## config.mk

```make
export PLATFORM = sky130hd
export DESIGN_NAME = spfpu_round
export DESIGN_NICKNAME = d
export VERILOG_FILES = /design/src/hdl/spfpu_pkg.sv /design/src/hdl/spfpu_round.sv
export SDC_FILE = /design/constraint.sdc
export NUM_CORES = 1
export LEC_CHECK = 0
export ABC_AREA = 1
export BUFFER_PORTS_ARGS = -buffer_cell sky130_fd_sc_hd__buf_2
export CORE_ASPECT_RATIO = 0.75
export CORE_MARGIN = 2
export CORE_UTILIZATION = 52
export DETAILED_ROUTE_END_ITERATION = 10
export HOLD_SLACK_MARGIN = 0.1
export PLACE_DENSITY = 0.87
export SLEW_MARGIN = 20
export SYNTH_ARGS = -nofsm -noshare
export SYNTH_HDL_FRONTEND = slang
export SYNTH_SLANG_ARGS = --single-unit
```

## constraint.sdc

```tcl
create_clock -name i_clk -period 7.1 [get_ports i_clk]
set_input_delay 0.355 -clock i_clk [delete_from_list [all_inputs] [get_ports i_clk]]
set_output_delay 0.355 -clock i_clk [all_outputs]
set_load 0.01 [all_outputs]
```

## src/hdl/spfpu_pkg.sv

```systemverilog
// Shared types, operation codes and constants for the single-precision FPU.
`default_nettype none
package spfpu_pkg;

    localparam logic [3:0] OP_ADD   = 4'd0;
    localparam logic [3:0] OP_SUB   = 4'd1;
    localparam logic [3:0] OP_MUL   = 4'd2;
    localparam logic [3:0] OP_DIV   = 4'd3;
    localparam logic [3:0] OP_NEG   = 4'd4;
    localparam logic [3:0] OP_S2F   = 4'd5;
    localparam logic [3:0] OP_U2F   = 4'd6;
    localparam logic [3:0] OP_F2S32 = 4'd7;
    localparam logic [3:0] OP_F2U32 = 4'd8;
    localparam logic [3:0] OP_F2S64 = 4'd9;
    localparam logic [3:0] OP_CMP   = 4'd10;
    localparam logic [3:0] OP_UNORD = 4'd11;

    localparam logic [31:0] ABS_MASK = 32'h7FFF_FFFF;
    localparam logic [31:0] SIGN_BIT = 32'h8000_0000;
    localparam logic [31:0] EXP_MASK = 32'h7F80_0000;
    localparam logic [31:0] MAN_MASK = 32'h007F_FFFF;
    localparam logic [10:0] EXP_BIAS = 11'd127;
    localparam logic [63:0] INT32_TOP = 64'h0000_0000_7FFF_FFFF;
    localparam logic [63:0] INT32_LOW = 64'hFFFF_FFFF_8000_0000;
    localparam logic [63:0] UINT32_TOP = 64'h0000_0000_FFFF_FFFF;
    localparam logic [63:0] INT64_TOP = 64'h7FFF_FFFF_FFFF_FFFF;
    localparam logic [63:0] INT64_MIN = 64'h8000_0000_0000_0000;
    localparam logic [31:0] F_INT32_LOW = 32'hCF00_0000;
    localparam logic [31:0] F_INT64_MIN = 32'hDF00_0000;

    localparam logic [1:0] ORD_LT = 2'b11;
    localparam logic [1:0] ORD_EQ = 2'b00;
    localparam logic [1:0] ORD_GT = 2'b01;

    localparam int QUO_W      = 28;
    localparam int DIV_BITS   = 2;
    localparam int DIV_STAGES = QUO_W / DIV_BITS;
    localparam int PRE_DLY    = DIV_STAGES - 3;

    // value ahead of rounding, or a finished word when rnd is low
    typedef struct packed {
        logic        rnd;
        logic        is_div;
        logic        sign;
        logic [10:0] expo;
        logic [26:0] sig;
        logic [63:0] bits;
        logic [1:0]  order;
        logic        unord;
        logic        flag;
    } t_pre;

    typedef struct packed {
        logic             sign;
        logic [10:0]      expo;
        logic [23:0]      mb;
        logic [24:0]      rem;
        logic [QUO_W-1:0] quo;
    } t_div;

    function automatic logic [4:0] lzc32(input logic [31:0] v);
        logic [4:0] n;
        n = 5'd0;
        for (int i = 0; i < 32; i++) begin
            if (v[i]) begin
                n = 5'(31 - i);
            end
        end
        return n;
    endfunction

endpackage
`default_nettype wire

```

## src/hdl/spfpu_round.sv

```systemverilog
// Final stage: round to nearest even, range check, pack; holds the output word.
`default_nettype none
module spfpu_round
    import spfpu_pkg::*;
(
    input  logic        i_clk,
    input  logic        i_rst_n,
    input  logic        i_en,
    input  logic        i_valid,
    input  t_pre        i_pre,
    output logic        o_valid,
    output logic [63:0] o_bits,
    output logic [1:0]  o_order,
    output logic        o_unord,
    output logic        o_flag
);

    logic [2:0]        low;
    logic              up;
    logic [24:0]       m2;
    logic [23:0]       mfin;
    logic [10:0]       e2;
    logic signed [10:0] se;
    logic [63:0]       n_bits;
    logic              n_flag;

    logic        r_valid, r_unord, r_flag;
    logic [63:0] r_bits;
    logic [1:0]  r_order;

    assign low  = i_pre.sig[2:0];
    assign up   = (low > 3'd4) || (low == 3'd4 && i_pre.sig[3]);
    assign m2   = {1'b0, i_pre.sig[26:3]} + {24'd0, up};
    assign mfin = m2[24] ? m2[24:1] : m2[23:0];
    assign e2   = i_pre.expo + {10'd0, m2[24]};
    assign se   = $signed(e2);

    always_comb begin
        n_bits = i_pre.bits;
        n_flag = i_pre.flag;
        if (i_pre.rnd) begin
            if (se >= 11'sd255) begin
                n_flag = 1'b1;
                n_bits = {32'd0, i_pre.sign, EXP_MASK[30:0]};
            end else if (se <= 11'sd0) begin
                n_flag = 1'b1;
                n_bits = {32'd0, i_pre.sign, 31'd0};
            end else begin
                n_flag = 1'b0;
                n_bits = {32'd0, i_pre.sign, e2[7:0], mfin[22:0]};
            end
        end
    end

    always_ff @(posedge i_clk) begin
        if (!i_rst_n) begin
            r_valid <= 1'b0;
        end else if (i_en) begin
            r_valid <= i_valid;
        end
        if (i_en) begin
            r_bits  <= n_bits;
            r_flag  <= n_flag;
            r_order <= i_pre.order;
            r_unord <= i_pre.unord;
        end
    end

    assign o_valid = r_valid;
    assign o_bits  = r_bits;
    assign o_order = r_order;
    assign o_unord = r_unord;
    assign o_flag  = r_flag;

endmodule
`default_nettype wire

```

==> flow_metrics.tcl <==
set metrics [dict create \
    slew_headroom_pct 36.48 \
    top_usage_layer "met2" \
    worstPathArrival_ps 3700 \
    cts_max_level 3 \
    synth_top_family_by_area "simple AND/OR/NAND/NOR gates" \
    cap_violations 0 \
    synth-xor-area-share_pct 2.949 \
    syn_nets 642 \
    status "finished clean" \
    cts_tree "done" \
    vias_per_cell 4.929 \
    synth_area_leaders "edfxtp_1 49%, nand2_1 16%, nor2_1 7.3%" \
    rows 28 \
    grt_max_degree 71 \
    critPathSlowestCell "a21oi_4" \
    grt_util_met1_pct 31.86 \
    yosys.area.top_type "edfxtp_1" \
    synth-compound-area-share_pct 2.648 \
    use_met2_pct 41.39 \
    crit_family "simple AND/OR/NAND/NOR gates" \
    dr.pass1.iters 7 \
    ctsResizeCount 0 \
    postCtsSetupBuffers 0 \
    core_area_um2 7812 \
    cp_num_buf_inv 3 \
    cts_buffers 9 \
    syn_area_um2 4158 \
    insertedDiodeCount 0 \
    cp-end-kind "flop" \
    hold_path_class "input port to flop" \
    grtUsageTotal_pct 24.29 \
    peakVddDrop_v 0.00009774 \
    synth_cell_type_count 33 \
    layout_common_cells "180 x buf_2, 176 x nand2_1, 81 x nor2_1" \
    crit_fanout 22 \
    grt_pass1_vias 3624 \
    dp_hpwl_um 8506 \
    synth.top_cell.area_share_pct 49.11 \
    grt_overflow 0 \
    antenna_found_initial 0 \
    crit_chain "buf_2 -> nand2_1 -> inv_1 -> ha_1 -> nand2_1 -> nor2_1 -> nand3_2 -> nor2_4 -> nand2_1 -> nor2_2 -> ha_1 -> ha_1 -> nand3_2 -> nor2_4 -> nand3_2 -> nand2_2 -> inv_2 -> a21oi_4 -> nand2_1 -> nand2_1 -> nand2_1" \
    clkLatencyLatePin_ps 340 \
    drt-total-wl_um 10780 \
    clk_pin_slew_ps 80 \
    grt_pass1_wl_um 16570 \
    fp.dieArea_um2 8734 \
    post-route-min-period_ps 3602 \
    fp.dieW_um 107.3 \
    vias 4007 \
    synthSimpleGateAreaFrac_pct 34.40 \
    crit_path_start_kind "input port" \
    cts-root-buf "clkbuf_8" \
    timing_worst_slew_pin_value_ps 946.9 \
    period_share_pct 50.73 \
    p_per_area_nw_per_um2 184.3 \
    skew_ps 0 \
    slew_viol_final 0 \
    cp_data_required_time_ps 7200 \
    synthCells 526 \
    ios 182 \
    synthMuxAreaShare_pct 0 \
    synthAdderAreaFrac_pct 0.9028 \
    holdBufCountCts 0 \
    fmaxAchievable_ghz 0.2777 \
    syn_avg_cell_area_um2 7.904 \
    power.leakage_nw 2.670 \
    clkSinkCount 69 \
    grt_use_met3_pct 5.000 \
    fin_setup_tns_ps 0 \
    final-setup-viol-count 0 \
    power_uw 974.5 \
    finalNetCount 819 \
    avgRoutedWirePerCell_um 13.26 \
    port_buffers 180 \
    synth_warnings 0 \
    clock_path_buffers 2 \
    start_util_pct 53.22 \
    ant_nets 0 \
    place_congestion 0.9606 \
    drc 0 \
    seq_area_frac_synth_pct 49.59 \
    drtIter0Drc 319 \
    critPathKind "input port to flop" \
    report.final.hold_viol_count 0 \
    layout.cells.most_common "buf_2" \
    drive_above_1_share_pct 30.65 \
    area_growth_pct 27.14 \
    cpMostUsedCell "nand2_1" \
    critPathMaxStageDelay_ps 440 \
    die_h_um 81.44 \
    yosys_register_bits 69 \
    rsz0062_at_grt "no" \
]
## synth_stat cells
master,number
nor3_1,3
and2_1,1
buf_1,3
inv_1,72
xor2_1,7
or2_2,2
a21oi_1,5
a31oi_1,1
dfxtp_1,1
nor2_2,3
nand3b_1,3
nor2_1,81
buf_4,3
buf_2,1
xnor2_1,7
clkinv_1,2
o21ai_1,2
nand2_4,1
nand2_1,176
ha_1,3
nand3_1,25
clkbuf_1,4
nand2_2,3
nor2_4,4
edfxtp_1,68
buf_6,5
inv_2,2
nand3_2,4
o21ai_0,6
a21oi_4,1
o21bai_1,2
nand4_1,24
o21a_1,1
## state kept, by name, summed over array words and instances (netlist names)
signal / flops
o_flag: 1
o_valid: 1
o_bits: 64
o_order: 2
o_unord: 1
## area by class of cell
type / instances / area [um^2]
fill: 659 / 2526
sequential: 69 / 2062
multi-input combinational: 365 / 1700
timing repair buffer: 182 / 915.9
inverter: 76 / 285.3
tap: 105 / 131.4
clock buffer: 10 / 127.6
clock inverter: 6 / 63.81
## report_power, final
| part | switching, mW | internal, mW | total (mW) | leakage, nW |
|---|---|---|---|---|
| clock network | 0.148 | 0.162 | 0.311 | 0.0927 |
| logic | 0.103 | 0.0676 | 0.171 | 1.91 |
| registers | 0.00792 | 0.485 | 0.493 | 0.666 |
## worst paths after layout
check | start | end | slack (ps) | depth (start not counted)
setup / recovery | i_pre[70] | o_flag | 3500 | 21
hold / removal | i_pre[2] | o_order[0] | 180 | 1
setup reg to reg | o_valid | o_valid | 6450 | 2
hold reg to reg | o_valid | o_valid | 540 | 2
## through the flow
stage                     hold slack [ps]  util, %  instance area [um^2]  worst slack (ps)  std cells
after floorplan                     448.5        -                  4158              4140        526
after global placement              530.2    65.21                  5095              3355        797
after detailed placement            525.1    65.21                  5095              3195        797
after CTS                           167.0    67.66                  5286              3565        813
after global routing                165.4    67.66                  5286              3149        813
final                               182.5    67.66                  5286              3498        813
## cell families after synthesis
group	after synthesis
and+or+nand+nor	330
buffers and inverters	92
DFF	69
AOI/OAI and AO/OA	18
xor gates and xnor gates	14
adders and majority gates	3
## layer usage
metal / vias up / part of all wire [%]
met5: - / 0
li1: 2029 / -
met4: 0 / 1.1
met3: 12 / 8.7
met2: 174 / 47
met1: 1792 / 43
No activity file was read; power rests on OpenSTA's default activity.
