**config.mk**
```make
export PLATFORM = sky130hd
export DESIGN_NAME = spfpu_div
export DESIGN_NICKNAME = d
export VERILOG_FILES = /design/src/hdl/spfpu_pkg.sv /design/src/hdl/spfpu_div.sv
export SDC_FILE = /design/constraint.sdc
export NUM_CORES = 2
export LEC_CHECK = 0
export BUFFER_PORTS_ARGS = -buffer_cell sky130_fd_sc_hd__buf_4
export CORE_MARGIN = 4
export CORE_UTILIZATION = 57
export CTS_CLUSTER_DIAMETER = 40
export CTS_CLUSTER_SIZE = 40
export DETAILED_ROUTE_END_ITERATION = 10
export GPL_ROUTABILITY_DRIVEN = 1
export PLACE_DENSITY_LB_ADDON = 0.05
export SYNTH_ARGS = -nofsm -noshare
export SYNTH_HDL_FRONTEND = slang
export SYNTH_SLANG_ARGS = --single-unit
export TNS_END_PERCENT = 10
```
**constraint.sdc**
```tcl
create_clock -name i_clk -period 7.3 [get_ports i_clk]
set_clock_uncertainty 0.1 [all_clocks]
set_input_delay 0.365 -clock i_clk [delete_from_list [all_inputs] [get_ports i_clk]]
set_output_delay 0.365 -clock i_clk [all_outputs]
set_load 0.02 [all_outputs]
```
**src/hdl/spfpu_pkg.sv**
```systemverilog
// Shared types, operation codes and constants for the single-precision FPU.
`default_nettype none
package spfpu_pkg;

    localparam logic [3:0] OP_ADD   = 4'd0;
    localparam logic [3:0] OP_SUB   = 4'd1;
    localparam logic [3:0] OP_MUL   = 4'd2;
    localparam logic [3:0] OP_DIV   = 4'd3;
    localparam logic [3:0] OP_NEG   = 4'd4;
    localparam logic [3:0] OP_S2F   = 4'd5;
    localparam logic [3:0] OP_U2F   = 4'd6;
    localparam logic [3:0] OP_F2S32 = 4'd7;
    localparam logic [3:0] OP_F2U32 = 4'd8;
    localparam logic [3:0] OP_F2S64 = 4'd9;
    localparam logic [3:0] OP_CMP   = 4'd10;
    localparam logic [3:0] OP_UNORD = 4'd11;

    localparam logic [31:0] ABS_MASK = 32'h7FFF_FFFF;
    localparam logic [31:0] SIGN_BIT = 32'h8000_0000;
    localparam logic [31:0] EXP_MASK = 32'h7F80_0000;
    localparam logic [31:0] MAN_MASK = 32'h007F_FFFF;
    localparam logic [10:0] EXP_BIAS = 11'd127;
    localparam logic [63:0] INT32_TOP = 64'h0000_0000_7FFF_FFFF;
    localparam logic [63:0] INT32_LOW = 64'hFFFF_FFFF_8000_0000;
    localparam logic [63:0] UINT32_TOP = 64'h0000_0000_FFFF_FFFF;
    localparam logic [63:0] INT64_TOP = 64'h7FFF_FFFF_FFFF_FFFF;
    localparam logic [63:0] INT64_MIN = 64'h8000_0000_0000_0000;
    localparam logic [31:0] F_INT32_LOW = 32'hCF00_0000;
    localparam logic [31:0] F_INT64_MIN = 32'hDF00_0000;

    localparam logic [1:0] ORD_LT = 2'b11;
    localparam logic [1:0] ORD_EQ = 2'b00;
    localparam logic [1:0] ORD_GT = 2'b01;

    localparam int QUO_W      = 28;
    localparam int DIV_BITS   = 2;
    localparam int DIV_STAGES = QUO_W / DIV_BITS;
    localparam int PRE_DLY    = DIV_STAGES - 3;

    // value ahead of rounding, or a finished word when rnd is low
    typedef struct packed {
        logic        rnd;
        logic        is_div;
        logic        sign;
        logic [10:0] expo;
        logic [26:0] sig;
        logic [63:0] bits;
        logic [1:0]  order;
        logic        unord;
        logic        flag;
    } t_pre;

    typedef struct packed {
        logic             sign;
        logic [10:0]      expo;
        logic [23:0]      mb;
        logic [24:0]      rem;
        logic [QUO_W-1:0] quo;
    } t_div;

    function automatic logic [4:0] lzc32(input logic [31:0] v);
        logic [4:0] n;
        n = 5'd0;
        for (int i = 0; i < 32; i++) begin
            if (v[i]) begin
                n = 5'(31 - i);
            end
        end
        return n;
    endfunction

endpackage
`default_nettype wire

```
**src/hdl/spfpu_div.sv**
```systemverilog
// Pipelined radix-4 restoring divider with the matching delay line for other words.
`default_nettype none
module spfpu_div
    import spfpu_pkg::*;
(
    input  logic i_clk,
    input  logic i_rst_n,
    input  logic i_en,
    input  t_div i_div,
    input  logic i_valid,
    input  t_pre i_pre,
    output logic o_valid,
    output t_pre o_pre
);

    t_div               r_stage [DIV_STAGES];
    t_pre               r_dly   [PRE_DLY];
    logic [PRE_DLY-1:0] r_dly_valid;

    function automatic t_div div_step(input t_div d);
        t_div r;
        logic ge;
        r = d;
        for (int k = 0; k < DIV_BITS; k++) begin
            ge = (r.rem >= {1'b0, r.mb});
            if (ge) begin
                r.rem = r.rem - {1'b0, r.mb};
            end
            r.quo = {r.quo[QUO_W-2:0], ge};
            r.rem = {r.rem[23:0], 1'b0};
        end
        return r;
    endfunction

    always_ff @(posedge i_clk) begin
        if (!i_rst_n) begin
            r_dly_valid <= '0;
        end else if (i_en) begin
            r_dly_valid <= {r_dly_valid[PRE_DLY-2:0], i_valid};
        end
        if (i_en) begin
            r_stage[0] <= div_step(i_div);
            for (int j = 1; j < DIV_STAGES; j++) begin
                r_stage[j] <= div_step(r_stage[j-1]);
            end
            r_dly[0] <= i_pre;
            for (int j = 1; j < PRE_DLY; j++) begin
                r_dly[j] <= r_dly[j-1];
            end
        end
    end

    t_div        fin;
    logic        st;
    logic [26:0] q27;
    logic [10:0] qexp;

    assign fin = r_stage[DIV_STAGES-1];

    always_comb begin
        st = (fin.rem != 25'd0);
        if (fin.quo[QUO_W-1]) begin
            q27  = fin.quo[QUO_W-1:1];
            st   = st | fin.quo[0];
            qexp = fin.expo;
        end else begin
            q27  = fin.quo[QUO_W-2:0];
            qexp = fin.expo - 11'd1;
        end
        o_pre = r_dly[PRE_DLY-1];
        if (o_pre.is_div) begin
            o_pre.sign = fin.sign;
            o_pre.expo = qexp;
            o_pre.sig  = q27 | {26'd0, st};
        end
    end

    assign o_valid = r_dly_valid[PRE_DLY-1];

endmodule
`default_nettype wire

```
==> summary.md <==
### Global routing
• **number of global-route vias before repair** 63.60k
• **GR Util met2** 0.3838
• **global-route met3 utilization** 0.03314
• **antenna violations before repair** 1
• **routing usage on met1** 0.2915
• **first-pass GRT wire length** 347600 um
• **GRT Residual Overflow** 0
• **layer with the highest usage after global routing** met2
• **GRT Resource Usage Total** 0.2232
• **maximum number of pins on one net before global-route repair** 179

### Floorplan
• **ports placed on the boundary** 312
• **floorplan die height** 441.9 um
• **x dimension of the die** 441.9 um
• **DIE AREA** 195300 um^2
• **placeable core area** 187600 um^2
• **starting density of the core** 0.5721
• **row cnt** 159

### Synthesis
• **count leader, synth** edfxtp_1
• **average cell area after synthesis** 13.43 um^2
• **most instantiated flip-flop cell in the synthesis netlist** edfxtp_1
• **biggest area contributors in the synthesized netlist** edfxtp_1 62%, ha_1 7.7%, mux2_2 3.7%, xnor2_1 3.1%, a21oi_1 2.8%
• **synthesized-area fraction occupied by xor and xnor cells** 0.04521
• **library cell with the largest summed area after synthesis** edfxtp_1
• **leading cell types by count after synthesis** 2225 x edfxtp_1, 660 x ha_1, 606 x a21oi_1
• **number of synthesized register bits** 2236
• **Yosys warning count** 0
• **number of synthesized flops with an enable pin** 2225
• **register area share after synthesis** 0.6246
• **post-synthesis cell count** 7992
• **Synth Area in Compound Gates** 0.1101
• **number of library cell types mapped by synthesis** 91
• **synthesized-area fraction occupied by adder cells** 0.07974
• **Cell Area, Synth** 107300 um^2
• **share of flip-flops with an asynchronous set or reset** 0
• **Post-Synthesis Net Count** 8869
• **largest family of logic cells by synthesized area** compound AO/OA/AOI/OAI gates
• **post-synth top area share** 0.6225
• **share of cell area taken by muxes after synthesis** 0.04417
• **fraction of the mapped netlist area in simple logic gates** 0.06970

### Final layout
• **Area growth, synth to finish** 16.45%
• **fraction of final layout cells with drive strength greater than 1** 0.1492
• **non-filler cells, final** 11.43k
• **Nets** 9573
• **# fillers** 13.36k

### STA
• **Final Critical Period** 6.893 ns
• **Pins Over Slew Limit** 0
• **final critical-path share of the clock period** 0.9442
• **maximum operating frequency** 0.1451 GHz
• **final setup TNS** 0 ns
• **worst-margin pin slew** 1.271 ns
• **Hold WS** 0.07212 ns
• **hold violation total from the final report** 0
• **unrepaired setup endpoints after global routing** no
• **Max transition margin** 0.1520
• **count of final setup violators** 0

### Route
• **number of detailed-route iterations in the first pass** 5
• **remaining antenna violation count** 0
• **detailed-route DRC error count** 0
• **DR iter-0 viols** 4356
• **mean routed wirelength per cell** 19.41 um
• **total wire length** 221800 um
• **post-DR vias/cell** 5.609
• **number of vias in the routed layout** 64.09k

### Worst hold path
• **WHS Endpoint** r_dly[0][0]$_DFFE_PP_
• **WHS Path Cells** 2
• **Hold Path Class** in2reg
• **startpoint of the lowest-slack hold path** i_pre[0]

### Place
• **I/O Buffers** 283
• **weighted congestion at the end of routability-driven global placement** 0.9233
• **Post-DP HPWL** 157500 um
• **cell total after placement** 10.68k

### Worst setup path
• **Critical Path Source Type** register
• **top fanout value on the critical path** 10
• **worst reg-to-reg setup slack** 0.41 ns
• **Max stage delay cell, worst path** edfxtp_1
• **required time of the critical path** 7.80 ns
• **Crit path arrival time** 7.39 ns
• **number of cells on the worst reg-to-reg path** 24
• **Cell Chain, Critical Path** inv_1 > ha_1 > a21o_1 > o21bai_1 > or3_1 > o31ai_2 > o21ai_2 > a31oi_4 > a21oi_1 > o32ai_4 > o21ai_0 > ha_1 > a21o_1 > a21oi_1 > a21boi_1 > o31a_1 > a211oi_2 > o311ai_1 > a221oi_2 > o21ai_1 > a211o_1 > a211oi_4 > buf_4 > mux2_1
• **startpoint of the most critical register-to-register path** r_stage[0][500]$_DFFE_PP_
• **maximum cell stage delay along the critical path** 0.39 ns
• **element type at the critical path end** register
• **category of the critical setup timing path** reg2reg
• **end of the worst register-to-register path** r_stage[0][572]$_DFFE_PP_

### Clock network
• **# H-tree levels** 5
• **master cell of the clock root buffer** clkbuf_16
• **clock sink count** 2236
• **CTS Buf Count** 309
• **CTS Buffer Depth** 4
• **TritonCTS clock tree** built
• **CTS clk-pin slew, worst paths** 0.07 ns
• **Worst-Skew Late Latency** 0.90 ns

### Outcome
• **run status** complete, no violations

### Job
• **MaxCap Viol Count** 0

[cell families (layout without fill, tap and decap cells)]
kind of cell	count (synthesis)	count (layout)
adders and majority gates	675	675
DFF	2236	2236
muxes	427	427
other	0	2
AOI/OAI and AO/OA	1852	1852
and+or+nand+nor	1573	1573
buffers and inverters	675	1613
xor gates and xnor gates	554	554
[final cells by class]
cell class	instances	area [um^2]	share of cell area
diodes	2	5.005	0.00004004
clock buffers	326	7839	0.06272
clock inverters	219	2531	0.02025
inverters	484	1817	0.01454
multi-input cells	5081	37520	0.3002
flip-flops and latches	2236	67030	0.5363
well taps	2495	3122	0.02498
repair buffers	584	5120	0.04096
[flip-flops by register name, summed over array words and instances (netlist names)]
register     flops
r_dly_valid     11
r_dly         1199
r_stage       1026
[routing by layer]
| layer | vias up | part of all wire |
|---|---|---|
| met5 | - | 0 |
| met4 | 0 | 0.034 |
| met3 | 439 | 0.041 |
| met2 | 1339 | 0.49 |
| met1 | 30774 | 0.43 |
| li1 | 31542 | - |
[worst max-delay path by stage]
| stage | startpoint | endpoint | slack [ns] |
|---|---|---|---|
| 2_1_floorplan | r_stage[0][475]$_DFFE_PP_ | r_stage[0][563]$_DFFE_PP_ | 0.77 |
| 3_3_place_gp | r_stage[0][500]$_DFFE_PP_ | r_stage[0][579]$_DFFE_PP_ | 0.48 |
| 3_5_place_dp | r_stage[0][500]$_DFFE_PP_ | r_stage[0][579]$_DFFE_PP_ | 0.40 |
| 4_1_cts | r_stage[0][500]$_DFFE_PP_ | r_stage[0][572]$_DFFE_PP_ | 0.37 |
| 5_1_grt | r_stage[0][581]$_DFFE_PP_ | r_stage[0][645]$_DFFE_PP_ | 0.04 |
| 6_report | r_stage[0][500]$_DFFE_PP_ | r_stage[0][572]$_DFFE_PP_ | 0.41 |
[stage by stage]
stage | worst slack, ns | cell area (um^2) | utilization
after floorplan | 0.7676 | 107300 | -
after global placement | 0.4810 | 112600 | 0.6004
after detailed placement | 0.3955 | 112600 | 0.6004
after CTS | 0.3690 | 125000 | 0.6661
after global routing | 0.04335 | 125000 | 0.6662
final | 0.4073 | 125000 | 0.6662
[placed cells by master, fill, tap and decap left out, types with 357 or more instances in the layout]
cell / synthesis / routed
nor2_1: 500 / 500
nand2_1: 381 / 381
xnor2_1: 374 / 374
ha_1: 660 / 660
buf_4: 71 / 369
edfxtp_1: 2225 / 2225
a21oi_1: 606 / 606
inv_1: 481 / 481
o21ai_0: 366 / 365
mux2_2: 357 / 357
[what timing repair did]
| action | in CTS | in global routing |
|---|---|---|
| endpoints found under the hold margin | 300 | 0 |
| resized for setup | 0 | 3 |
| setup buffers | 0 | 0 |
| hold buffers | 196 | 0 |
| setup endpoints to repair | 0 | 22 |
[critical path: cells and delay by family, from the launching register on]
family	cells	cell delay [ns]
fa+ha+maj	2	0.68
buf+inv	2	0.34
flops	1	0.39
mux	1	0.34
compound gates	18	4.37
simple gates	1	0.39
Power is not shown: default switching activity piles up to over one toggle a cycle in this logic, so the estimate is an artifact.
