## src/hdl/spfpu_pkg.sv

```systemverilog
// Shared types, operation codes and constants for the single-precision FPU.
`default_nettype none
package spfpu_pkg;

    localparam logic [3:0] OP_ADD   = 4'd0;
    localparam logic [3:0] OP_SUB   = 4'd1;
    localparam logic [3:0] OP_MUL   = 4'd2;
    localparam logic [3:0] OP_DIV   = 4'd3;
    localparam logic [3:0] OP_NEG   = 4'd4;
    localparam logic [3:0] OP_S2F   = 4'd5;
    localparam logic [3:0] OP_U2F   = 4'd6;
    localparam logic [3:0] OP_F2S32 = 4'd7;
    localparam logic [3:0] OP_F2U32 = 4'd8;
    localparam logic [3:0] OP_F2S64 = 4'd9;
    localparam logic [3:0] OP_CMP   = 4'd10;
    localparam logic [3:0] OP_UNORD = 4'd11;

    localparam logic [31:0] ABS_MASK = 32'h7FFF_FFFF;
    localparam logic [31:0] SIGN_BIT = 32'h8000_0000;
    localparam logic [31:0] EXP_MASK = 32'h7F80_0000;
    localparam logic [31:0] MAN_MASK = 32'h007F_FFFF;
    localparam logic [10:0] EXP_BIAS = 11'd127;
    localparam logic [63:0] INT32_TOP = 64'h0000_0000_7FFF_FFFF;
    localparam logic [63:0] INT32_LOW = 64'hFFFF_FFFF_8000_0000;
    localparam logic [63:0] UINT32_TOP = 64'h0000_0000_FFFF_FFFF;
    localparam logic [63:0] INT64_TOP = 64'h7FFF_FFFF_FFFF_FFFF;
    localparam logic [63:0] INT64_MIN = 64'h8000_0000_0000_0000;
    localparam logic [31:0] F_INT32_LOW = 32'hCF00_0000;
    localparam logic [31:0] F_INT64_MIN = 32'hDF00_0000;

    localparam logic [1:0] ORD_LT = 2'b11;
    localparam logic [1:0] ORD_EQ = 2'b00;
    localparam logic [1:0] ORD_GT = 2'b01;

    localparam int QUO_W      = 28;
    localparam int DIV_BITS   = 2;
    localparam int DIV_STAGES = QUO_W / DIV_BITS;
    localparam int PRE_DLY    = DIV_STAGES - 3;

    // value ahead of rounding, or a finished word when rnd is low
    typedef struct packed {
        logic        rnd;
        logic        is_div;
        logic        sign;
        logic [10:0] expo;
        logic [26:0] sig;
        logic [63:0] bits;
        logic [1:0]  order;
        logic        unord;
        logic        flag;
    } t_pre;

    typedef struct packed {
        logic             sign;
        logic [10:0]      expo;
        logic [23:0]      mb;
        logic [24:0]      rem;
        logic [QUO_W-1:0] quo;
    } t_div;

    function automatic logic [4:0] lzc32(input logic [31:0] v);
        logic [4:0] n;
        n = 5'd0;
        for (int i = 0; i < 32; i++) begin
            if (v[i]) begin
                n = 5'(31 - i);
            end
        end
        return n;
    endfunction

endpackage
`default_nettype wire

```

## src/hdl/spfpu_front.sv

```systemverilog
// Front pipeline, stages 1 to 4: decode, align, multiply, normalize, conversions.
`default_nettype none
module spfpu_front
    import spfpu_pkg::*;
(
    input  logic        i_clk,
    input  logic        i_rst_n,
    input  logic        i_en,
    input  logic        i_valid,
    input  logic [3:0]  i_action,
    input  logic [31:0] i_a,
    input  logic [31:0] i_b,
    output logic        o_valid,
    output t_pre        o_pre,
    output t_div        o_div
);

    typedef enum logic [2:0] {P_BYP, P_ADD, P_MUL, P_INT, P_F2I, P_DIV} t_path;

    // stage 1
    logic        za, zb, a_ge, nan_a, nan_b;
    logic [31:0] b_eff, x, y, mag;
    logic [7:0]  d;
    logic [26:0] my_full, my_al;
    logic [8:0]  unb;
    logic [86:0] wide;
    logic [30:0] am, bm;
    t_path       n_path;
    logic        n_sign;
    logic [63:0] n_bits;
    logic [1:0]  n_order;
    logic        n_unord;

    t_path       r_s1_path;
    logic        r_s1_valid, r_s1_sign, r_s1_sub, r_s1_unord;
    logic [3:0]  r_s1_op;
    logic [7:0]  r_s1_ex;
    logic [26:0] r_s1_mx, r_s1_my;
    logic [47:0] r_s1_prod;
    logic [10:0] r_s1_mexp;
    logic [31:0] r_s1_mag, r_s1_a;
    logic [8:0]  r_s1_unb;
    logic [63:0] r_s1_trunc, r_s1_bits;
    logic [1:0]  r_s1_order;
    t_div        r_s1_div;

    assign za    = (i_a[30:23] == 8'd0);
    assign zb    = (i_b[30:23] == 8'd0);
    assign b_eff = (i_action == OP_SUB) ? (i_b ^ SIGN_BIT) : i_b;
    assign a_ge  = ((i_a & ABS_MASK) >= (b_eff & ABS_MASK));
    assign x     = a_ge ? i_a : b_eff;
    assign y     = a_ge ? b_eff : i_a;
    assign d     = x[30:23] - y[30:23];
    assign my_full = {1'b1, y[22:0], 3'b000};
    assign my_al = (d >= 8'd27) ? 27'd1
                 : ((my_full >> d[4:0])
                    | {26'd0, |(my_full & ~({27{1'b1}} << d[4:0]))});
    assign mag   = (i_action == OP_S2F && i_a[31]) ? (32'd0 - i_a) : i_a;
    assign unb   = {1'b0, i_a[30:23]} - 9'(EXP_BIAS);
    assign wide  = {63'd0, 1'b1, i_a[22:0]} << unb[5:0];
    assign am    = za ? 31'd0 : i_a[30:0];
    assign bm    = zb ? 31'd0 : i_b[30:0];
    assign nan_a = ((i_a & EXP_MASK) == EXP_MASK) && ((i_a & MAN_MASK) != 32'd0);
    assign nan_b = ((i_b & EXP_MASK) == EXP_MASK) && ((i_b & MAN_MASK) != 32'd0);

    always_comb begin
        n_path  = P_BYP;
        n_sign  = 1'b0;
        n_bits  = 64'd0;
        n_order = ORD_EQ;
        n_unord = 1'b0;
        case (i_action)
            OP_ADD, OP_SUB: begin
                n_sign = x[31];
                if (za && zb) begin
                    n_bits = {32'd0, (i_a & b_eff) & SIGN_BIT};
                end else if (za) begin
                    n_bits = {32'd0, b_eff};
                end else if (zb) begin
                    n_bits = {32'd0, i_a};
                end else begin
                    n_path = P_ADD;
                end
            end
            OP_MUL: begin
                n_sign = i_a[31] ^ i_b[31];
                if (za || zb) begin
                    n_bits = {32'd0, n_sign, 31'd0};
                end else begin
                    n_path = P_MUL;
                end
            end
            OP_DIV: begin
                n_sign = i_a[31] ^ i_b[31];
                if (zb) begin
                    n_bits = {32'd0, n_sign, EXP_MASK[30:0]};
                end else if (za) begin
                    n_bits = {32'd0, n_sign, 31'd0};
                end else begin
                    n_path = P_DIV;
                end
            end
            OP_NEG: begin
                n_bits = {32'd0, i_a ^ SIGN_BIT};
            end
            OP_S2F, OP_U2F: begin
                n_sign = (i_action == OP_S2F) && i_a[31];
                if (mag != 32'd0) begin
                    n_path = P_INT;
                end
            end
            OP_F2S32, OP_F2U32, OP_F2S64: begin
                n_path = P_F2I;
            end
            OP_CMP: begin
                if (am == 31'd0 && bm == 31'd0) begin
                    n_order = ORD_EQ;
                end else if (i_a[31] != i_b[31]) begin
                    n_order = i_a[31] ? ORD_LT : ORD_GT;
                end else if (am == bm) begin
                    n_order = ORD_EQ;
                end else begin
                    n_order = ((am < bm) ^ i_a[31]) ? ORD_LT : ORD_GT;
                end
            end
            OP_UNORD: begin
                n_unord = nan_a || nan_b;
            end
            default: begin
            end
        endcase
    end

    always_ff @(posedge i_clk) begin
        if (!i_rst_n) begin
            r_s1_valid <= 1'b0;
        end else if (i_en) begin
            r_s1_valid <= i_valid;
        end
        if (i_en) begin
            r_s1_path  <= n_path;
            r_s1_op    <= i_action;
            r_s1_sign  <= n_sign;
            r_s1_sub   <= x[31] ^ y[31];
            r_s1_ex    <= x[30:23];
            r_s1_mx    <= {1'b1, x[22:0], 3'b000};
            r_s1_my    <= my_al;
            r_s1_prod  <= {1'b1, i_a[22:0]} * {1'b1, i_b[22:0]};
            r_s1_mexp  <= {3'd0, i_a[30:23]} + {3'd0, i_b[30:23]} - (EXP_BIAS - 11'd1);
            r_s1_mag   <= mag;
            r_s1_a     <= i_a;
            r_s1_unb   <= unb;
            r_s1_trunc <= wide[86:23];
            r_s1_bits  <= n_bits;
            r_s1_order <= n_order;
            r_s1_unord <= n_unord;
            r_s1_div.sign <= n_sign;
            r_s1_div.expo <= {3'd0, i_a[30:23]} - {3'd0, i_b[30:23]} + EXP_BIAS;
            r_s1_div.mb   <= {1'b1, i_b[22:0]};
            r_s1_div.rem  <= {2'b01, i_a[22:0]};
            r_s1_div.quo  <= '0;
        end
    end

    assign o_div = r_s1_div;

    // stage 2
    logic [27:0]       sum28;
    logic [26:0]       dif;
    logic [47:0]       pn;
    logic signed [8:0] sunb;
    logic              za1, neg1;
    t_path             n2_path;
    logic [10:0]       n2_expo;
    logic [26:0]       n2_sig;
    logic [4:0]        n2_lz;
    logic [63:0]       n2_bits;
    logic              n2_flag;

    t_path       r_s2_path;
    logic        r_s2_valid, r_s2_sign, r_s2_unord, r_s2_flag;
    logic [10:0] r_s2_expo;
    logic [26:0] r_s2_sig;
    logic [31:0] r_s2_mag;
    logic [4:0]  r_s2_lz;
    logic [63:0] r_s2_bits;
    logic [1:0]  r_s2_order;

    assign sum28 = {1'b0, r_s1_mx} + {1'b0, r_s1_my};
    assign dif   = r_s1_mx - r_s1_my;
    assign pn    = r_s1_prod[47] ? r_s1_prod : {r_s1_prod[46:0], 1'b0};
    assign sunb  = $signed(r_s1_unb);
    assign za1   = (r_s1_a[30:23] == 8'd0);
    assign neg1  = r_s1_a[31];

    always_comb begin
        n2_path = r_s1_path;
        n2_expo = {3'd0, r_s1_ex};
        n2_sig  = '0;
        n2_lz   = '0;
        n2_bits = r_s1_bits;
        n2_flag = 1'b0;
        case (r_s1_path)
            P_ADD: begin
                if (!r_s1_sub) begin
                    if (sum28[27]) begin
                        n2_sig  = sum28[27:1] | {26'd0, sum28[0]};
                        n2_expo = {3'd0, r_s1_ex} + 11'd1;
                    end else begin
                        n2_sig = sum28[26:0];
                    end
                end else if (dif == 27'd0) begin
                    n2_path = P_BYP;
                    n2_bits = 64'd0;
                end else begin
                    n2_sig = dif;
                end
            end
            P_MUL: begin
                n2_sig  = {pn[47:22], pn[21] | (|pn[20:0])};
                n2_expo = r_s1_mexp - {10'd0, ~r_s1_prod[47]};
            end
            P_INT: begin
                n2_lz = lzc32(r_s1_mag);
            end
            P_F2I: begin
                n2_path = P_BYP;
                n2_bits = 64'd0;
                case (r_s1_op)
                    OP_F2S32: begin
                        if (za1 || sunb < 0) begin
                            n2_bits = 64'd0;
                        end else if (r_s1_a == F_INT32_LOW) begin
                            n2_bits = INT32_LOW;
                        end else if (sunb > 9'sd30) begin
                            n2_flag = 1'b1;
                            n2_bits = neg1 ? INT32_LOW : INT32_TOP;
                        end else begin
                            n2_bits = neg1 ? (64'd0 - r_s1_trunc) : r_s1_trunc;
                        end
                    end
                    OP_F2U32: begin
                        if (za1 || sunb < 0) begin
                            n2_bits = 64'd0;
                        end else if (neg1) begin
                            n2_flag = 1'b1;
                        end else if (sunb > 9'sd31) begin
                            n2_flag = 1'b1;
                            n2_bits = UINT32_TOP;
                        end else begin
                            n2_bits = r_s1_trunc;
                        end
                    end
                    OP_F2S64: begin
                        if (za1 || sunb < 0) begin
                            n2_bits = 64'd0;
                        end else if (r_s1_a == F_INT64_MIN) begin
                            n2_bits = INT64_MIN;
                        end else if (sunb > 9'sd62) begin
                            n2_flag = 1'b1;
                            n2_bits = neg1 ? INT64_MIN : INT64_TOP;
                        end else begin
                            n2_bits = neg1 ? (64'd0 - r_s1_trunc) : r_s1_trunc;
                        end
                    end
                    default: begin
                    end
                endcase
            end
            default: begin
            end
        endcase
    end

    always_ff @(posedge i_clk) begin
        if (!i_rst_n) begin
            r_s2_valid <= 1'b0;
        end else if (i_en) begin
            r_s2_valid <= r_s1_valid;
        end
        if (i_en) begin
            r_s2_path  <= n2_path;
            r_s2_sign  <= r_s1_sign;
            r_s2_expo  <= n2_expo;
            r_s2_sig   <= n2_sig;
            r_s2_mag   <= r_s1_mag;
            r_s2_lz    <= n2_lz;
            r_s2_bits  <= n2_bits;
            r_s2_order <= r_s1_order;
            r_s2_unord <= r_s1_unord;
            r_s2_flag  <= n2_flag;
        end
    end

    // stage 3
    logic [31:0] norm;
    logic [10:0] n3_expo;
    logic [26:0] n3_sig;
    logic [4:0]  n3_lz;

    t_path       r_s3_path;
    logic        r_s3_valid, r_s3_sign, r_s3_unord, r_s3_flag;
    logic [10:0] r_s3_expo;
    logic [26:0] r_s3_sig;
    logic [4:0]  r_s3_lz;
    logic [63:0] r_s3_bits;
    logic [1:0]  r_s3_order;

    assign norm = r_s2_mag << r_s2_lz;

    always_comb begin
        n3_expo = r_s2_expo;
        n3_sig  = r_s2_sig;
        n3_lz   = 5'd0;
        case (r_s2_path)
            P_ADD: begin
                n3_lz = lzc32({r_s2_sig, 5'd0});
            end
            P_INT: begin
                n3_sig  = {norm[31:6], norm[5] | (|norm[4:0])};
                n3_expo = (EXP_BIAS + 11'd31) - {6'd0, r_s2_lz};
            end
            default: begin
            end
        endcase
    end

    always_ff @(posedge i_clk) begin
        if (!i_rst_n) begin
            r_s3_valid <= 1'b0;
        end else if (i_en) begin
            r_s3_valid <= r_s2_valid;
        end
        if (i_en) begin
            r_s3_path  <= r_s2_path;
            r_s3_sign  <= r_s2_sign;
            r_s3_expo  <= n3_expo;
            r_s3_sig   <= n3_sig;
            r_s3_lz    <= n3_lz;
            r_s3_bits  <= r_s2_bits;
            r_s3_order <= r_s2_order;
            r_s3_unord <= r_s2_unord;
            r_s3_flag  <= r_s2_flag;
        end
    end

    // stage 4
    t_pre r_s4_pre;
    logic r_s4_valid;

    always_ff @(posedge i_clk) begin
        if (!i_rst_n) begin
            r_s4_valid <= 1'b0;
        end else if (i_en) begin
            r_s4_valid <= r_s3_valid;
        end
        if (i_en) begin
            r_s4_pre.rnd    <= (r_s3_path != P_BYP);
            r_s4_pre.is_div <= (r_s3_path == P_DIV);
            r_s4_pre.sign   <= r_s3_sign;
            r_s4_pre.expo   <= r_s3_expo - {6'd0, r_s3_lz};
            r_s4_pre.sig    <= r_s3_sig << r_s3_lz;
            r_s4_pre.bits   <= r_s3_bits;
            r_s4_pre.order  <= r_s3_order;
            r_s4_pre.unord  <= r_s3_unord;
            r_s4_pre.flag   <= r_s3_flag;
        end
    end

    assign o_valid = r_s4_valid;
    assign o_pre   = r_s4_pre;

endmodule
`default_nettype wire

```

## config.mk

```make
export PLATFORM = sky130hd
export DESIGN_NAME = spfpu_front
export DESIGN_NICKNAME = d
export VERILOG_FILES = /design/src/hdl/spfpu_pkg.sv /design/src/hdl/spfpu_front.sv
export SDC_FILE = /design/constraint.sdc
export NUM_CORES = 2
export LEC_CHECK = 0
export BUFFER_PORTS_ARGS = -buffer_cell sky130_fd_sc_hd__buf_4
export CORE_UTILIZATION = 35
export CTS_CLUSTER_DIAMETER = 200
export DETAILED_ROUTE_END_ITERATION = 8
export PLACE_DENSITY = 0.57
export SLEW_MARGIN = 20
export SYNTH_ARGS = -nofsm -noshare
export SYNTH_HDL_FRONTEND = slang
export SYNTH_SLANG_ARGS = --single-unit
```

## constraint.sdc

```tcl
create_clock -name i_clk -period 17.3 [get_ports i_clk]
set_input_delay 3.46 -clock i_clk [delete_from_list [all_inputs] [get_ports i_clk]]
set_output_delay 3.46 -clock i_clk [all_outputs]
set_load 0.05 [all_outputs]
```

==> out/metrics.csv <==
stage,metric,value,unit
clocking,# hold bufs at CTS,0,
routing,DRC,1,
grt,vias in the first global route,45670,
routing,final WL,200900,µm
grt,largest net degree at the start of global routing,167,
clocking,clk root buf,clkbuf_16,
yosys,Mapped Area,60690,µm²
clocking,CTS tree,yes,
status,failing checks,design-rule violations,
setup_path,worst reg2reg path depth,13,
grt,global-route wire length before repair,297400,µm
yosys,Post-synth EDFFs,700,
routing,Via density,5.481,
placed_design,Post-Place Worst Slack,5.392,ns
timing,setup violators final,0,
yosys,fraction of registers with async set/reset,0,%
power,switch share,50.29,%
die,core area,171900,µm²
power,Seq pwr share,18.5,%
routing,Initial DRC Count,4882,
timing,Worst Max-Slew Pin Slew,1.120,ns
clocking,setup repair bufs after CTS,0,
power,total power,14.52,mW
setup_path,CP Data Arrival Time,11.76,ns
yosys,Synth Instances,6194,
yosys,Synth Area in Compound Gates,13.29,%
cells_and_area,Area Overhead vs Synth,10.56,%
power,Gate power share,68.7,%
grt,gr ovfl total,0,
min_path,worst hold path startpoint,r_s3_order[1]$_DFFE_PP_,
timing,Final Slew Violations,0,
routing,via count,46970,
placed_design,cell total after placement,8394,
yosys,"Seq/Total Area, Yosys",34.77,%
cells_and_area,# nets final,7068,
setup_path,Worst Setup End Kind,register,
clocking,Num CTS Buffers,88,
die,full die area,175100,µm²
setup_path,RR Startpoint,r_s1_mx[3]$_DFFE_PP_,
timing,hold_ws,0.4083,ns
die,die height,418.4,µm
min_path,Tightest Hold Check Type,register to register,
yosys,Avg Inst Size Synth,9.798,µm²
power,Lkg Pwr,28.13,nW
power,Pint,7.220,mW
power,Peak VDD IR,0.0006250,V
cells_and_area,Multi-input gate area,35080,µm²
routing,post-route ant nets,0,
yosys,Yosys reg bits,704,
cells_and_area,post-layout util,39.03,%
min_path,Worst Hold Depth,0,
flow_run,Max-Cap Viols,0,
die,# IOs,271,
timing,RSZ-0062 raised after global routing,false,
yosys,post-synth top area cell,edfxtp_1,
placed_design,GP Congestion,0.9439,
timing,setup_tns,0,ns
yosys,Post-Synth XOR/XNOR Area,3.161,%
setup_path,CP required,17.78,ns
yosys,top-area cell type share of the netlist area,34.64,%
placed_design,Post-DP HPWL,149200,µm
timing,Slew headroom,24.93,%
yosys,multiplexer area fraction after synthesis,4.596,%
setup_path,worst reg2reg setup slack,11.29,ns
yosys,most common flop cell mapped by yosys,edfxtp_1,
timing,Peak Freq,88.70,MHz
power,Psw,7.304,mW
routing,router iterations before antenna repair,9,
yosys,largest family of logic cells by synthesized area,adder cells,
yosys,"Distinct cells, synth",98,
setup_path,crit path max fanout,19,
cells_and_area,Post-Layout Cell Count,8568,
setup_path,Setup crit start kind,primary input,
routing,drt wl/cell,23.44,µm
placed_design,"Cell Area, Placed",64150,µm²
clocking,clock-pin slew on the worst setup and hold paths,0.06,ns
clocking,H-tree levels,3,
timing,"Hold Vio Cnt, Final",0,
yosys,"Warnings, synthesis",0,
status,outcome,finished with violations,
cells_and_area,fill cell count,16980,
clocking,CTS sink count,704,
die,Starting Density,35.30,%
clocking,Clock Latency Late Sink,0.74,ns
clocking,clock buffer depth,3,
timing,final worst-path cycle share,65.17,%
setup_path,RR Endpoint,r_s2_sig[8]$_SDFFCE_PP0P_,
die,Die Wd,418.4,µm
yosys,Synth area leaders,"edfxtp_1 35%, fa_1 16%, ha_1 6.9%, inv_1 4.5%, nand2_1 4.2%",
clocking,post-CTS sizing,0,
timing,Fin Clk Skew,0.05007,ns
cells_and_area,flip-flop and latch area,21100,µm²
power,PwrDens,216.5,nW/µm²
cells_and_area,layout cells sized above 1,8.839,%
yosys,Synth Area in Simple Gates,13.42,%
grt,initial antenna violation count,30,
timing,min Tclk post-route,11.27,ns
power,Clock Power Share,12.8,%
yosys,Post-Synth Adder-Cell Area,22.96,%
placed_design,input/output buffers,239,
cells_and_area,design area,67100,µm²
setup_path,CP Class,primary input to register,
die,Site Rows,152,
min_path,hold endpoint,o_pre[3]$_DFFE_PP_,
timing,final setup margin,6.026,ns
grt,total track usage,22.64,%
[power groups by stage]
stage | Sequential (mW) | Combinational (mW) | Clock [mW]
5_1_grt | 2.71 | 11.1 | 1.96
4_1_cts | 2.69 | 10.1 | 1.90
3_3_place_gp | 2.72 | 10.0 | 0
2_1_floorplan | 2.72 | 6.54 | 0
3_5_place_dp | 2.73 | 10.0 | 0
6_report | 2.69 | 9.98 | 1.85
[flip-flops by register name (all words and copies together), names as in the netlist, 4 cells and up]
signal	cells
o_div	34
o_pre	109
r_s1_a	31
r_s1_bits	32
r_s1_ex	8
r_s1_mag	32
r_s1_mexp	10
r_s1_mx	23
r_s1_my	27
r_s1_op	4
r_s1_prod	48
r_s1_trunc	64
r_s1_unb	9
r_s2_bits	64
r_s2_expo	11
r_s2_lz	5
r_s2_mag	32
r_s2_sig	27
r_s3_bits	64
r_s3_expo	11
r_s3_lz	5
r_s3_sig	27
[kinds of logic (layout without fill, tap and decap cells)]
logic type / count (synthesis) / in the layout
xor gates and xnor gates: 219 / 219
and+or+nand+nor: 1751 / 1751
DFF: 704 / 704
other: 2 / 44
buffers and inverters: 1189 / 1211
muxes: 222 / 222
AOI/OAI and AO/OA: 1285 / 1285
adders and majority gates: 822 / 822
[worst max-delay path by stage]
stage / start / endpoint / slack (ns) / depth (start not counted)
finish: i_a[1] / r_s1_prod[44]$_DFFE_PP_ / 6.03 / 27
global route: i_b[8] / r_s1_prod[44]$_DFFE_PP_ / 5.57 / 27
CTS: i_a[1] / r_s1_prod[44]$_DFFE_PP_ / 6.16 / 27
detailed placement: i_a[8] / r_s1_prod[44]$_DFFE_PP_ / 5.39 / 27
global placement: i_a[8] / r_s1_prod[44]$_DFFE_PP_ / 5.46 / 27
floorplan: i_a[9] / r_s1_prod[44]$_DFFE_PP_ / 6.56 / 29
[cell type report]
class	instances	area share, %
multi-input cells	4330	52.29
flip-flops and latches	704	31.45
well taps	2310	4.308
inverters	755	4.224
clock buffers	102	3.360
repair buffers	295	3.349
clock inverters	59	0.9790
diodes	13	0.04848
[cells in the mapped netlist (30+ instances only)]
cell	count
ha_1	336
a21oi_1	337
xor2_1	67
fa_1	486
a31o_1	32
a21o_1	82
clkbuf_1	310
mux4_2	43
o31ai_1	37
buf_1	48
o21bai_1	39
inv_1	734
nor2b_1	47
nand4_1	30
buf_4	57
nand3_1	66
mux2i_1	156
o22ai_1	65
edfxtp_1	700
a211oi_1	49
xnor2_1	152
o21ai_0	359
nor4_1	51
nor3_1	80
nand2_1	673
and2_1	197
nor2_1	446
a31oi_1	53
[layer usage]
layer / GRT usage [%] / routed length, µm / vias to the layer above
met1: 31.14 / 85440 / 23440
met5: 0 / 91 / -
met2: 35.45 / 92500 / 2014
met3: 3.545 / 15060 / 350
li1: - / - / 21150
met4: 9.257 / 7782 / 14
[cell usage in the layout, fill, tap and decap left out, types with 82 or more instances in the layout]
cell       instances
xnor2_1          149
fa_1             486
ha_1             335
a21o_1            82
buf_4            292
mux2i_1          156
nor2_1           446
nand2_1          673
edfxtp_1         700
o21ai_0          359
a21oi_1          334
and2_1           194
inv_1            734
clkbuf_16         88
[critical path, stage by stage]
cell	delay, ns
buf_4	0.20
inv_1	0.70
nor2_1	0.16
fa_1	0.54
inv_1	0.06
fa_1	0.59
inv_1	0.08
fa_1	0.51
fa_1	0.54
fa_1	0.52
fa_1	0.56
inv_1	0.06
fa_1	0.54
inv_1	0.05
ha_1	0.36
a21o_1	0.18
a21o_1	0.17
a21oi_1	0.20
nand2_1	0.09
a211oi_1	0.27
o31ai_1	0.12
a21oi_1	0.64
o21ai_0	0.34
a21o_1	0.24
a21oi_1	0.27
o31ai_1	0.13
xor2_1	0.14
No activity file was read; power rests on OpenSTA's default activity.
